`config.mk`:
```
export PLATFORM = sky130hd
export DESIGN_NAME = ssor_cell
export DESIGN_NICKNAME = d
export VERILOG_FILES = /design/src/rtl/ssor_pkg.sv /design/src/rtl/ssor_cell.sv
export SDC_FILE = /design/constraint.sdc
export NUM_CORES = 1
export LEC_CHECK = 0
export ABC_AREA = 1
export BUFFER_PORTS_ARGS = -buffer_cell sky130_fd_sc_hd__clkbuf_2
export CAP_MARGIN = 20
export CORE_AREA = 2 2 254 256
export DETAILED_ROUTE_END_ITERATION = 8
export DIE_AREA = 0 0 256 258
export SKIP_CTS_REPAIR_TIMING = 1
export SYNTH_ARGS = -nofsm -noshare
export SYNTH_HDL_FRONTEND = slang
export SYNTH_SLANG_ARGS = --single-unit
```
`constraint.sdc`:
```
create_clock -name clk -period 7.7 [get_ports clk]
set_input_delay 0.77 -clock clk [delete_from_list [all_inputs] [get_ports clk]]
set_output_delay 0.77 -clock clk [all_outputs]
set_load 0.02 [all_outputs]
```
`src/rtl/ssor_pkg.sv`:
```
`default_nettype none

package ssor_pkg;

    // Field widths
    localparam int ADDR_W    = 48;
    localparam int SIZE_W    = 32;
    localparam int LEN_W     = 16;
    localparam int CMD_W     = 2;
    localparam int STAT_W    = 3;
    localparam int CNT_OUT_W = 6;

    // Command codes
    localparam logic [CMD_W-1:0] CMD_INSERT  = 2'd0;
    localparam logic [CMD_W-1:0] CMD_RESOLVE = 2'd1;
    localparam logic [CMD_W-1:0] CMD_CLEAR   = 2'd2;

    // Status codes
    localparam logic [STAT_W-1:0] ST_OK     = 3'd0;
    localparam logic [STAT_W-1:0] ST_REJECT = 3'd1;
    localparam logic [STAT_W-1:0] ST_FULL   = 3'd2;
    localparam logic [STAT_W-1:0] ST_RANGE  = 3'd3;
    localparam logic [STAT_W-1:0] ST_NONEXT = 3'd4;

    localparam logic [LEN_W-1:0] DEFAULT_BLOCK_LENGTH = 16'd2000;

    // Insert broadcast to every cell
    typedef struct packed {
        logic              en;
        logic [ADDR_W-1:0] base;
        logic [SIZE_W-1:0] size;
    } ins_t;

    // Resolve probe handed from cell to cell
    typedef struct packed {
        logic              valid;
        logic              done;
        logic              two;
        logic [STAT_W-1:0] status;
        logic [SIZE_W-1:0] loc;
        logic [ADDR_W-1:0] addr0;
        logic [LEN_W-1:0]  len0;
        logic [ADDR_W-1:0] addr1;
        logic [LEN_W-1:0]  len1;
    } probe_t;

endpackage

`default_nettype wire

```
`src/rtl/ssor_cell.sv`:
```
`default_nettype none

module ssor_cell
    import ssor_pkg::*;
(
    input  wire logic              clk,
    input  wire logic              rst_n,
    input  wire ins_t              ins,
    input  wire logic              in_use,
    input  wire logic              at_tail,
    input  wire logic              next_in_use,
    input  wire logic              left_lt,
    input  wire logic [ADDR_W-1:0] left_base,
    input  wire logic [SIZE_W-1:0] left_size,
    input  wire logic [ADDR_W-1:0] next_base,
    input  wire logic [LEN_W-1:0]  block_length,
    input  wire probe_t            probe_in,
    output logic                   lt,
    output logic [ADDR_W-1:0]      base,
    output logic [SIZE_W-1:0]      size,
    output probe_t                 probe_out
);

    logic [ADDR_W-1:0] base_reg, base_next;
    logic [SIZE_W-1:0] size_reg, size_next;
    probe_t            probe_reg, probe_next;
    logic [SIZE_W:0]   reach;
    logic [SIZE_W:0]   head;
    logic [SIZE_W-1:0] tail;
    logic              fits;

    // New segment sorts below this entry
    assign lt = in_use && (ins.base < base_reg);

    // Shift up from the left neighbor, take the new segment, or hold
    always_comb
    begin
        base_next = base_reg;
        size_next = size_reg;
        if (ins.en)
        begin
            if (left_lt)
            begin
                base_next = left_base;
                size_next = left_size;
            end
            else if (in_use ? lt : at_tail)
            begin
                base_next = ins.base;
                size_next = ins.size;
            end
        end
    end

    // Step the probe through this entry
    always_comb
    begin
        probe_next = probe_in;
        reach      = {1'b0, probe_in.loc} + {{(SIZE_W+1-LEN_W){1'b0}}, block_length};
        fits       = reach < {1'b0, size_reg};
        tail       = size_reg - probe_in.loc;
        head       = reach - {1'b0, size_reg};
        if (probe_in.valid && !probe_in.done)
        begin
            if (!in_use)
            begin
                probe_next.done   = 1'b1;
                probe_next.two    = 1'b0;
                probe_next.status = ST_RANGE;
                probe_next.addr0  = '0;
                probe_next.len0   = '0;
            end
            else if (probe_in.loc > size_reg)
            begin
                probe_next.loc = probe_in.loc - size_reg;
            end
            else
            begin
                probe_next.done   = 1'b1;
                probe_next.two    = 1'b0;
                probe_next.status = ST_OK;
                probe_next.addr0  = base_reg + {{(ADDR_W-SIZE_W){1'b0}}, probe_in.loc};
                if (fits)
                begin
                    probe_next.len0 = block_length;
                end
                else if (!next_in_use)
                begin
                    probe_next.len0   = tail[LEN_W-1:0];
                    probe_next.status = ST_NONEXT;
                end
                else
                begin
                    probe_next.len0  = tail[LEN_W-1:0];
                    probe_next.addr1 = next_base;
                    probe_next.len1  = head[LEN_W-1:0];
                    probe_next.two   = 1'b1;
                end
            end
        end
    end

    // Hold the table entry
    always_ff @(posedge clk)
    begin
        base_reg <= base_next;
        size_reg <= size_next;
    end

    // Advance the probe
    always_ff @(posedge clk or negedge rst_n)
    begin
        if (!rst_n)
        begin
            probe_reg.valid <= 1'b0;
        end
        else
        begin
            probe_reg <= probe_next;
        end
    end

    assign base      = base_reg;
    assign size      = size_reg;
    assign probe_out = probe_reg;

endmodule

`default_nettype wire
```
# --- Word level (Yosys, flattened, before mapping) ---
# Cells that the tools add are included.
word_totals:
  register_bits: 246
  inputBits: 397
  out_inout_bits: 247
  elab_cells: 43
classes:
  add_sub_neg: 5
  n_lt_le_gt_ge: 3
  mux: 19
  n_reduce_logical: 5
op_table:
  columns: ["cell", "count"]
  rows:
  - ["64-bit 2-to-1 mux", 4]
  - ["165-bit 2-to-1 mux", 1]
  - ["128-bit 2-to-1 mux", 1]
  - ["32-bit 2-to-1 mux", 4]
  - ["48-bit 2-to-1 mux", 2]
  - ["48-bit by 32-bit adder with 48-bit output", 1]
  - ["48-bit < comparator", 1]
  - ["32-bit by 16-bit adder with 33-bit output", 1]
  - ["33-bit by 32-bit < comparator with 1-bit output", 1]
  - ["32-bit > comparator", 1]
  - ["16-bit subtractor", 2]
  - ["32-bit subtractor", 1]
  - ["16-bit 2-to-1 mux", 1]
  - ["5-bit 2-to-1 mux", 2]
  - ["4-bit 2-to-1 mux", 1]
  - ["3-bit 2-to-1 mux", 1]
  - ["1-bit logical AND", 2]
  - ["1-bit 2-to-1 mux", 2]
  - ["2-bit AND reduction", 1]
  - ["2-bit nonzero test", 1]
  - ["1-bit logical NOT", 1]

# --- Longest topological paths before layout ---
# Gate-level depths: netlist of run 1.
logic_depth:
  word_depth: 7
  mapped_depth: 26
  depth_no_buf: 25

# --- Least setup slack after synthesis of run 1 ---
# No wires, ideal clock.
synth_timing:
  kind: "input-to-reg"
  start: "input ins[59] (netlist name)"
  end: "register base_reg[0], in the netlist base[0], enable pin"
  setup_ns: 0.642
  t_arrival_ns: 7.482
  setup_slack_ns: -0.424
  stages: 10
  path_cell_list: "ha_1 -> a21oi_1 -> o21ai_0 -> nand3_1 -> a21oi_1 -> o21ai_0 -> o21ai_0 -> nor2_1 -> nand2_1 -> a21boi_0"
synth_via:
  elab_chain_len: 5
synth_rtl:
  columns: ["element", "line", "rtl"]
  rows:
  - ["from (decl)", "ssor_cell.sv:8", "input wire ins_t ins,"]
  - ["48-bit < comparator", "ssor_cell.sv:33", "assign lt = in_use && (ins.base < base_reg);"]
  - ["1-bit logical AND", "ssor_cell.sv:33", null]
  - ["1-bit 2-to-1 mux", "ssor_cell.sv:47", "else if (in_use ? lt : at_tail)"]
  - ["2-bit nonzero test (no line)", null, null]
  - ["2-bit AND reduction (no line)", null, null]
  - ["to (signal assigned)", "ssor_cell.sv:106", "base_reg <= base_next;"]
  - ["to (decl)", "ssor_cell.sv:24", "logic [ADDR_W-1:0] base_reg, base_next;"]
# No other way between the ends.
# A chain may end at the register's enable or synchronous reset.

==> reports/metrics.cfg, run 1 <==
[critical_path]
ff2ff_path_depth=14
critPathKind=input pin to flop
worstPathArrival_ps=5800
r2r-start=size[12]$_DFFE_PP_
timing.critical_path.mode_cell=nand2_1
path_cells=clkbuf_2 > ha_1 > a21oi_1 > nand2_1 > a21oi_1 > o21ai_0 > a21oi_1 > o21ai_0 > nand2_1 > nand2_1 > xor2_1 > ha_1 > nand2_1 > nor3_1 > o21ai_0 > inv_1 > nand4_2 > buf_4 > nand2_4 > nand3_4 > buf_4 > nand2_1 > o21ai_1
critical_path_required_ps=8020
r2r_slack_ps=2830
max_stage_delay_ps=550
endpoint_kind=flop
reg2reg_to=probe_out[28]$_DFFE_PP_
critPathSlowestCell=nand3_4
crit_fanout=53
start_kind=input pin

[power_and_ir_drop]
internal-power_mw=2.98
switching_share=0.358
p_seq_frac=0.359
clkPwrFrac=0.312
switchingPower_mw=1.66
p_per_area_nw_per_um2=185
ir_drop_uv=151
leakage_nw=12.6
comb_power_share=0.329

[die]
std_cell_rows=93
start_util=0.313
core_sq_um=63600
die_h_um=258
die_w_um=256
ios=644
dieArea_sq_um=66000

[run]
max_cap_viol_count=0

[timing]
drv_slew=0
worstMarginPinSlew_ps=946
max_slew_margin=0.363
period_needed_ps=5480
hold_violations=0
clock.fmax_ghz=0.182
setup_viol=0
tns_ps=0
min_period_over_period=0.712
rsz0062_at_grt=false
finClkSkew_ps=30.0
setup_slack_ps=2220

[cts]
clock_latency_ps=600
cts_tree=done
cts_sinks=246
path_clk_slew_ps=60
clockBufferDepth=3
htree_levels=1
root_buffer=clkbuf_16
numCtsBuffers=29

[logic_synthesis]
synthMostInstantiatedCell=nand2_1
synth_cell_type_count=55
synthCells=2456
syn_avg_cell_area_sq_um=8.11
synth_nets=3032
ys_async_sr_fraction=0.00407
yosysWarningCount=0
synth_edf_count=245
synth_flop_cell=edfxtp_1
synth_top_area_share=0.370
synthTopCellsByCount=nand2_1 (553), inv_1 (377), edfxtp_1 (245), ha_1 (174), nor2_1 (167)
synth-seq-cells=246
synth-seq-area-share=0.371
yosysTopAreaCell=edfxtp_1
synth_area_leaders=edfxtp_1 (37%), ha_1 (11%), nand2_1 (10%), inv_1 (7.1%), mux2_2 (4.5%)
syn_area_sq_um=19900

[final_layout]
largest_reg_flops=166
fillers=6765
final_nets=3666
syn2layout_area_growth_pct=25.5
drive_above_1_share=0.280

[place]
hpwlAfterDp_mm=68.5
gp_congestion=0.977
portBuffers=643
dp_slack_ps=1820

[global_route]
grt_pass1_vias=18400
grtUsageTotal=0.236
grt_max_degree=67
grt_pass1_wl_mm=117
antenna_found_initial=2
overflow=0

[routing]
drt-total-wl_mm=80.8
vias=19100
antenna_left=0
first_pass_iters=5
drt_iter0_drc=1714
drc=0
viasPerCell=4.81
wl_per_cell_um=20.4

[worst_hold_path]
hp-class=input pin to async pin

[outcome]
status=finished, final reports clean

==> worst max path at each step <==
stage | from | end | slack (ps) | cells after the start
2_1_floorplan | ins[59] | base[0]$_DFFE_PP_ | 1760 | 10
3_3_place_gp | probe_in[130] | probe_out[26]$_DFFE_PP_ | 1910 | 22
3_5_place_dp | probe_in[130] | probe_out[26]$_DFFE_PP_ | 1820 | 22
4_1_cts | probe_in[130] | probe_out[26]$_DFFE_PP_ | 2430 | 22
5_1_grt | probe_in[130] | probe_out[30]$_DFFE_PP_ | 1960 | 23
6_report | probe_in[130] | probe_out[28]$_DFFE_PP_ | 2220 | 23
==> power by group through the flow <==
stage                     clock network [mW]  logic (mW)  registers [mW]
after global routing                    1.52        1.68            1.67
after CTS                               1.47        1.52            1.67
final                                   1.44        1.53            1.66
after detailed placement                   0        1.52            1.70
after floorplan                            0       0.814            1.79
after global placement                     0        1.52            1.69
==> cells by family (layout without fill, tap and decap cells) <==
group | after synthesis | in the layout | synth area share
AOI/OAI and AO/OA | 458 | 458 | 0.129
muxes | 80 | 80 | 0.0452
xor gates and xnor gates | 115 | 115 | 0.0506
DFF | 246 | 246 | 0.371
other | 0 | 2 | 0
buffers and inverters | 434 | 1087 | 0.0874
adders and majority gates | 179 | 179 | 0.114
and+or+nand+nor | 944 | 944 | 0.203
==> per-layer routing <==
metal  up-vias  track usage  routed length, um
met3        85       0.0377               5500
li1       9463            -                  -
met1      8808        0.294              33300
met4         0       0.0557               1740
met5         -            0                  0
met2       738        0.426              40200
==> layout by cell type (no fill, tap or decap), types with 6 or more instances in the layout <==
| cell type | count |
|---|---|
| nand3_1 | 107 |
| mux2_2 | 79 |
| ha_1 | 174 |
| a21boi_0 | 7 |
| o21ai_1 | 42 |
| buf_4 | 12 |
| xor2_1 | 62 |
| clkbuf_2 | 641 |
| clkbuf_1 | 6 |
| o21ai_0 | 160 |
| xnor2_1 | 53 |
| clkbuf_16 | 29 |
| nand4_1 | 23 |
| nor2_1 | 167 |
| o21bai_1 | 11 |
| nand2_1 | 553 |
| a31oi_1 | 10 |
| nor3_1 | 19 |
| edfxtp_1 | 245 |
| o21a_1 | 7 |
| o21ai_2 | 28 |
| nor4_1 | 7 |
| a21oi_1 | 161 |
| nand2_2 | 44 |
| inv_1 | 377 |
| a21o_1 | 14 |
==> cell type report <==
class / count / area [sq um] / share of cell area
clock buffer: 35 / 748 / 0.0299
antenna: 2 / 5.00 / 0.000200
inverter: 382 / 1430 / 0.0574
multi-input combinational: 1776 / 10800 / 0.432
timing repair buffer: 655 / 3330 / 0.133
clock inverter: 15 / 218 / 0.00871
tap: 855 / 1070 / 0.0428
sequential: 246 / 7380 / 0.295
==> through the flow <==
step | cells | area, sq um | hold WS (ps) | utilization | power, mW
6_report | 3966 | 25000 | 106 | 0.393 | 4.63
5_1_grt | 3965 | 25000 | 95.2 | 0.393 | 4.88
4_1_cts | 3964 | 25000 | 78.6 | 0.392 | 4.66
3_5_place_dp | 3914 | 24000 | 700 | 0.377 | 3.21
3_3_place_gp | 3914 | 24000 | 707 | 0.377 | 3.21
2_1_floorplan | 2456 | 19900 | 474 | - | 2.60
==> critical path, delay by kind of cell <==
kind,cells,cell delay [ps]
buffers and inverters,4,940
AO/OA/AOI/OAI,7,1670
AND/OR/NAND/NOR,9,1600
XOR/XNOR,1,150
adder cells (fa/ha/maj),2,620
No activity file was read; power rests on OpenSTA's default activity.
==> run 2: changes to the inputs <==
--- a/config.mk
+++ b/config.mk
@@ -8,9 +8,9 @@
 export ABC_AREA = 1
 export BUFFER_PORTS_ARGS = -buffer_cell sky130_fd_sc_hd__clkbuf_2
 export CAP_MARGIN = 20
-export CORE_AREA = 2 2 254 256
+export CORE_AREA = 2 2 251 253
 export DETAILED_ROUTE_END_ITERATION = 8
-export DIE_AREA = 0 0 256 258
+export DIE_AREA = 0 0 253 255
 export SKIP_CTS_REPAIR_TIMING = 1
 export SYNTH_ARGS = -nofsm -noshare
 export SYNTH_HDL_FRONTEND = slang
==> constraint.sdc (replaced) <==
create_clock -name clk -period 5.58 [get_ports clk]
set_input_delay 0.558 -clock clk [delete_from_list [all_inputs] [get_ports clk]]
set_output_delay 0.558 -clock clk [all_outputs]
set_load 0.02 [all_outputs]
==> run 2 against run 1 <==
Register-to-register slack worse by 1500 ps. Global-route usage up 0.90 points. Sequential share of layout area hardly changed. Critical path depth is 1 lower. Clock-buffer cell count rose by 7. First-iteration DRC count is 23% lower. Die area fell by 2.3%. Non-clock buffer count rose by 15. Final area about the same. Final cell count is 0.98% lower.
==> reports/metrics.cfg, run 2 (synthesized netlist as in run 1, its figures left out) <==
[critical_path]
endpoint_kind=flop
critPathSlowestCell=a21oi_1
path_cells=clkbuf_2 > ha_1 > a21oi_1 > nand2_1 > a21oi_1 > o21ai_0 > a21oi_1 > o21ai_0 > nand2_1 > nand2_1 > xor2_1 > ha_1 > nand2_1 > nor3_1 > o21ai_0 > inv_1 > nand4_2 > nand2_4 > nand3_4 > buf_4 > nand2_1 > o21ai_0
cp.depth=22  ; -4.3%
cpLargestDelayFamily=compound AO/OA/AOI/OAI gates
ff2ff_path_depth=15  ; +1
max_stage_delay_ps=400  ; -150 ps
worstPathArrival_ps=4730  ; -1070 ps
critPathKind=input pin to flop
timing.critical_path.mode_cell=nand2_1
start_kind=input pin
critPathBufInv=3  ; -1
crit_fanout=25  ; -53%
critical_path_required_ps=5890  ; -2130 ps
r2r_slack_ps=1380  ; -1450 ps

[routing]
drc=0  ; unchanged
wl_per_cell_um=21.1  ; +3.8%
drt_iter0_drc=1318  ; -23%
viasPerCell=4.88  ; +1.5%
first_pass_iters=7  ; +2
drt-total-wl_mm=83.0  ; +2.8%
antenna_left=0  ; unchanged
vias=19200  ; +0.47%

[timing]
setup_viol=0  ; unchanged
clock.fmax_ghz=0.226
finClkSkew_ps=25.9  ; -4.09 ps
drv_slew=0  ; unchanged
worstMarginPinSlew_ps=935  ; -10.7 ps
rsz0062_at_grt=false
period_needed_ps=4420
setup_slack_ps=1160  ; -1060 ps
min_period_over_period=0.792
hold_violations=0  ; unchanged
tns_ps=0  ; unchanged
max_slew_margin=0.370  ; +0.00719

[final_layout]
layout_commonest_cell=clkbuf_2
drive_above_1_share=0.283  ; +0.00272
fin_cells=3927  ; -0.98%
final_cell_mix=clkbuf_2 (641), nand2_1 (553), inv_1 (377)
design_area_sq_um=25000  ; about the same
syn2layout_area_growth_pct=25.5  ; about the same
final_nets=3680  ; +0.38%
largest_reg_flops=166  ; unchanged
fillers=6485  ; -4.1%

[die]
std_cell_rows=92  ; -1.1%
core_sq_um=62200  ; -2.3%
ios=644  ; unchanged
die_w_um=253  ; -1.2%
die_h_um=255  ; -1.2%
dieArea_sq_um=64500  ; -2.3%
start_util=0.320  ; +0.00750

[global_route]
grt_max_degree=104  ; +55%
grt_pass1_wl_mm=117  ; about the same
grt_pass1_vias=18300  ; -0.59%
busiest_layer=met2
grtUsageMet3=0.0479  ; +0.0102
grtUsageTotal=0.245  ; +0.00896
overflow=0  ; unchanged
use_met2=0.431  ; +0.00451
antenna_found_initial=3  ; +1
use_met1=0.301  ; +0.00649

[cts]
root_buffer=clkbuf_16
cts_tree=done
path_clk_slew_ps=60  ; about the same
clock_latency_ps=580  ; -20 ps
clockBufferDepth=3  ; unchanged
numCtsBuffers=28  ; -3.4%
cts_sinks=246  ; unchanged
htree_levels=1  ; unchanged

[place]
dpl-instance-area_sq_um=24100  ; +0.33%
gp_congestion=0.953  ; -2.4%
dp_slack_ps=630  ; -1190 ps
place_inst=3873  ; -1.0%
hpwlAfterDp_mm=70.3  ; +2.5%
portBuffers=643  ; unchanged

[worst_hold_path]
whs_path_depth=1
hp-class=input pin to flop

[power_and_ir_drop]
leakage_nw=12.6  ; +0.47%
ir_drop_uv=197  ; +30%
p_per_area_nw_per_um2=251  ; +35%

[outcome]
status=finished, final reports clean

[run]
max_cap_viol_count=0  ; unchanged

==> run 2: changes by cell type in the layout (fill, tap and decap cells not counted), sizes merged <==
cell	before	now
buf	14	29
clkbuf	676	683
bufinv	5	2
clkinvlp	3	0
clkinv	6	7
diode	2	3
inv	383	382
==> run 2: layout make-up <==
class	count	area [sq um]	area share
multi-input cells	1776	10800	0.432
flip-flops and latches	246	7380	0.295
repair buffers	670	3480	0.139
inverters	382	1430	0.0574
well taps	799	1000	0.0400
clock buffers	42	783	0.0313
clock inverters	9	104	0.00416
diodes	3	7.51	0.000300
==> run 2: metrics by stage <==
step	hold WS (ps)	util	power (mW)
3_3_place_gp	686	0.388	4.45
6_report	126	0.402	6.27
3_5_place_dp	690	0.388	4.46
2_1_floorplan	262	-	3.59
5_1_grt	93.6	0.402	6.59
4_1_cts	82.6	0.402	6.31
==> run 2: final timing paths <==
check	start	end
max	probe_in[130]	probe_out[7]$_DFFE_PP_
max in group asynchronous	rst_n	probe_out[165]$_DFF_PN0_
min	probe_in[165]	probe_out[165]$_DFF_PN0_
max reg2reg	size[0]$_DFFE_PP_	probe_out[115]$_DFFE_PP_
min in group asynchronous	rst_n	probe_out[165]$_DFF_PN0_
min reg2reg	base[39]$_DFFE_PP_	probe_out[119]$_DFFE_PP_
==> run 2: worst register-to-register path: stages (launching register included) <==
cell,delay (ps)
edfxtp_1,490
ha_1,260
fa_1,440
o21ai_1,260
nand2_1,80
nand2_1,160
nand2_1,150
nand2_2,140
nand2_1,60
nand2_1,230
nand2_2,410
nand2_4,220
nor2_4,90
buf_4,260
inv_2,430
o21ai_1,220
==> run 2: per-layer routing <==
| metal | vias up | wire [um] |
|---|---|---|
| li1 | 9514 | - |
| met1 | 8798 | 33900 |
| met2 | 771 | 40400 |
| met3 | 100 | 6140 |
| met4 | 0 | 2590 |
| met5 | - | 0 |
==> run 2: power breakdown <==
| part | switching (mW) | internal (mW) | total (mW) |
|---|---|---|---|
| clock network | 0.777 | 1.06 | 1.83 |
| logic | 1.40 | 0.731 | 2.13 |
| registers | 0.0962 | 2.21 | 2.30 |
| total | 2.27 | 3.99 | 6.27 |
==> run 3: changes to the inputs <==
--- a/config.mk
+++ b/config.mk
@@ -8,9 +8,9 @@
 export ABC_AREA = 1
 export BUFFER_PORTS_ARGS = -buffer_cell sky130_fd_sc_hd__clkbuf_2
 export CAP_MARGIN = 20
-export CORE_AREA = 2 2 251 253
+export CORE_AREA = 2 2 254 256
 export DETAILED_ROUTE_END_ITERATION = 8
-export DIE_AREA = 0 0 253 255
+export DIE_AREA = 0 0 256 258
 export SKIP_CTS_REPAIR_TIMING = 1
 export SYNTH_ARGS = -nofsm -noshare
 export SYNTH_HDL_FRONTEND = slang
==> constraint.sdc (replaced) <==
create_clock -name clk -period 3.6 [get_ports clk]
set_input_delay 0.36 -clock clk [delete_from_list [all_inputs] [get_ports clk]]
set_output_delay 0.36 -clock clk [all_outputs]
set_load 0.02 [all_outputs]
==> run 3 against run 2 <==
Clock-buffer cell count decreased by 8. Hold slack lost 78 ps. Largest power group is now combinational cells. Highest routed layer is now met5. Flip-flop and latch count unchanged. Clock skew down 6.1 ps.
==> reports/metrics.cfg, run 3 (synthesized netlist as in run 1, its figures left out) <==
[global_route]
grt_pass1_vias=18600  ; +1.7%
grt_max_degree=66  ; -37%
grtUsageTotal=0.237  ; -0.00801
antenna_found_initial=3  ; unchanged
grt_pass1_wl_mm=118  ; +1.2%
overflow=0  ; unchanged

[die]
core_sq_um=63600  ; +2.4%
die_h_um=258  ; +1.2%
ios=644  ; unchanged
std_cell_rows=93  ; +1.1%
die_w_um=256  ; +1.2%
start_util=0.313  ; -0.00750
dieArea_sq_um=66000  ; +2.4%

[critical_path]
crit_fanout=8  ; -68%
critPathKind=input pin to flop
start_kind=input pin
ff2ff_path_depth=15  ; unchanged
r2r_slack_ps=430  ; -950 ps
critical_path_required_ps=3920  ; -1970 ps
endpoint_kind=flop
worstPathArrival_ps=3780  ; -950 ps
r2r-start=size[13]$_DFFE_PP_
reg2reg_to=probe_out[7]$_DFFE_PP_

[final_layout]
drive_above_1_share=0.325  ; +0.0420
design_area_sq_um=26700  ; +6.7%
final_nets=3856  ; +4.8%
syn2layout_area_growth_pct=33.9
multi_input_area_sq_um=10900  ; +0.82%
final_cell_mix=clkbuf_2 (641), nand2_1 (550), inv_1 (377)
register_area_sq_um=7380  ; unchanged
layout_commonest_cell=clkbuf_2
largest_reg_flops=166  ; unchanged
fillers=6653  ; +2.6%

[cts]
cts_sinks=246  ; unchanged
htree_levels=1  ; unchanged
clock_latency_ps=590  ; about the same
numCtsBuffers=29  ; +3.6%
clockBufferDepth=3  ; unchanged
path_clk_slew_ps=60  ; about the same
cts_tree=done
root_buffer=clkbuf_16

[power_and_ir_drop]
p_per_area_nw_per_um2=374  ; +49%
leakage_nw=13.6  ; +7.5%
ir_drop_uv=349  ; +78%

[worst_hold_path]
hp-class=input pin to flop
whs_path_depth=3  ; +2
hold_end=probe_out[36]$_DFFE_PP_
min_from=probe_in[36]

[timing]
clock.fmax_ghz=0.289
hold_ws_ps=48.0  ; -77.7 ps
min_period_over_period=0.963
period_needed_ps=3470
setup_viol=0  ; unchanged
hold_violations=0  ; unchanged
setup_slack_ps=134  ; -1030 ps
finClkSkew_ps=19.8  ; -6.05 ps
drv_slew=0  ; unchanged
max_slew_margin=0.475  ; +0.105
worstMarginPinSlew_ps=780  ; -155 ps

[routing]
first_pass_iters=6  ; -1
drc=0  ; unchanged
viasPerCell=4.72  ; -3.3%
antenna_left=0  ; unchanged
vias=19600  ; +2.4%
drt_iter0_drc=1439  ; +9.2%
drt-total-wl_mm=82.2  ; -1.0%
wl_per_cell_um=19.8  ; -6.5%

[outcome]
status=finished, final reports clean

[place]
dpl-instance-area_sq_um=25500  ; +6.0%
portBuffers=643  ; unchanged
dp_slack_ps=-568  ; -1200 ps
hpwlAfterDp_mm=70.2  ; about the same
gp_congestion=0.939  ; -1.4%

[run]
max_cap_viol_count=0  ; unchanged

[run 3: cell count changes in the layout (fill, tap and decap cells not counted), moves of 5 or more]
cell      change
o21ai_0       -6
a21oi_1       -7
buf_4       +154
o21ai_1       +6
a21oi_2       +7
clkbuf_1      -6
clkinv_1      +5
buf_12       +11
[run 3: report_power, final]
group / switching, mW / total, mW / internal, mW
Combinational: 2.16 / 3.58 / 1.42
Clock: 1.23 / 2.83 / 1.60
Sequential: 0.139 / 3.56 / 3.42
Total: 3.53 / 9.97 / 6.43
[run 3: worst max-delay path by stage]
stage                              end             from  cells after the start
2_1_floorplan  probe_out[24]$_DFFE_PP_  block_length[0]                     23
3_3_place_gp    probe_out[5]$_DFFE_PP_  block_length[0]                     26
3_5_place_dp    probe_out[5]$_DFFE_PP_  block_length[0]                     26
4_1_cts         probe_out[5]$_DFFE_PP_  block_length[0]                     26
5_1_grt         probe_out[5]$_DFFE_PP_  block_length[0]                     27
6_report        probe_out[7]$_DFFE_PP_    probe_in[132]                     22
[run 3: metal layers]
layer,global-route usage,vias up,part of all wire
met3,0.0364,83,0.060
met1,0.300,8996,0.42
met2,0.427,699,0.50
met4,0.0492,4,0.019
li1,-,9857,-
met5,0,-,0.00032
[run 3: per-stage QoR]
step	util	cells	TNS, ps	power (mW)
6_report	0.419	4157	0	9.97
5_1_grt	0.419	4155	-112	10.5
4_1_cts	0.415	4144	0	10.0
3_5_place_dp	0.401	4093	-39940	7.16
3_3_place_gp	0.401	4093	-36910	7.15
2_1_floorplan	-	2456	0	5.56
[run 3: critical path, stage by stage]
cell       delay [ps]
clkbuf_2          140
ha_1              320
a21o_1            230
buf_4             140
a21oi_1           140
o21ai_0           150
a31oi_1           340
buf_4             170
buf_4              90
xnor2_1            70
ha_1              300
nand2_1            70
o21ai_1           210
nor2_1             70
nand2_1           110
nand4_4           170
nand2_4           140
nand3_4            80
buf_12            170
clkbuf_16         160
nand2_1            60
o21ai_0            80
[run 3: layout make-up]
class / instances / area share
diodes: 2 / 0.000188
clock buffers: 34 / 0.0279
clock inverters: 17 / 0.00507
inverters: 382 / 0.0538
multi-input cells: 1777 / 0.409
flip-flops and latches: 246 / 0.277
well taps: 855 / 0.0401
repair buffers: 844 / 0.187
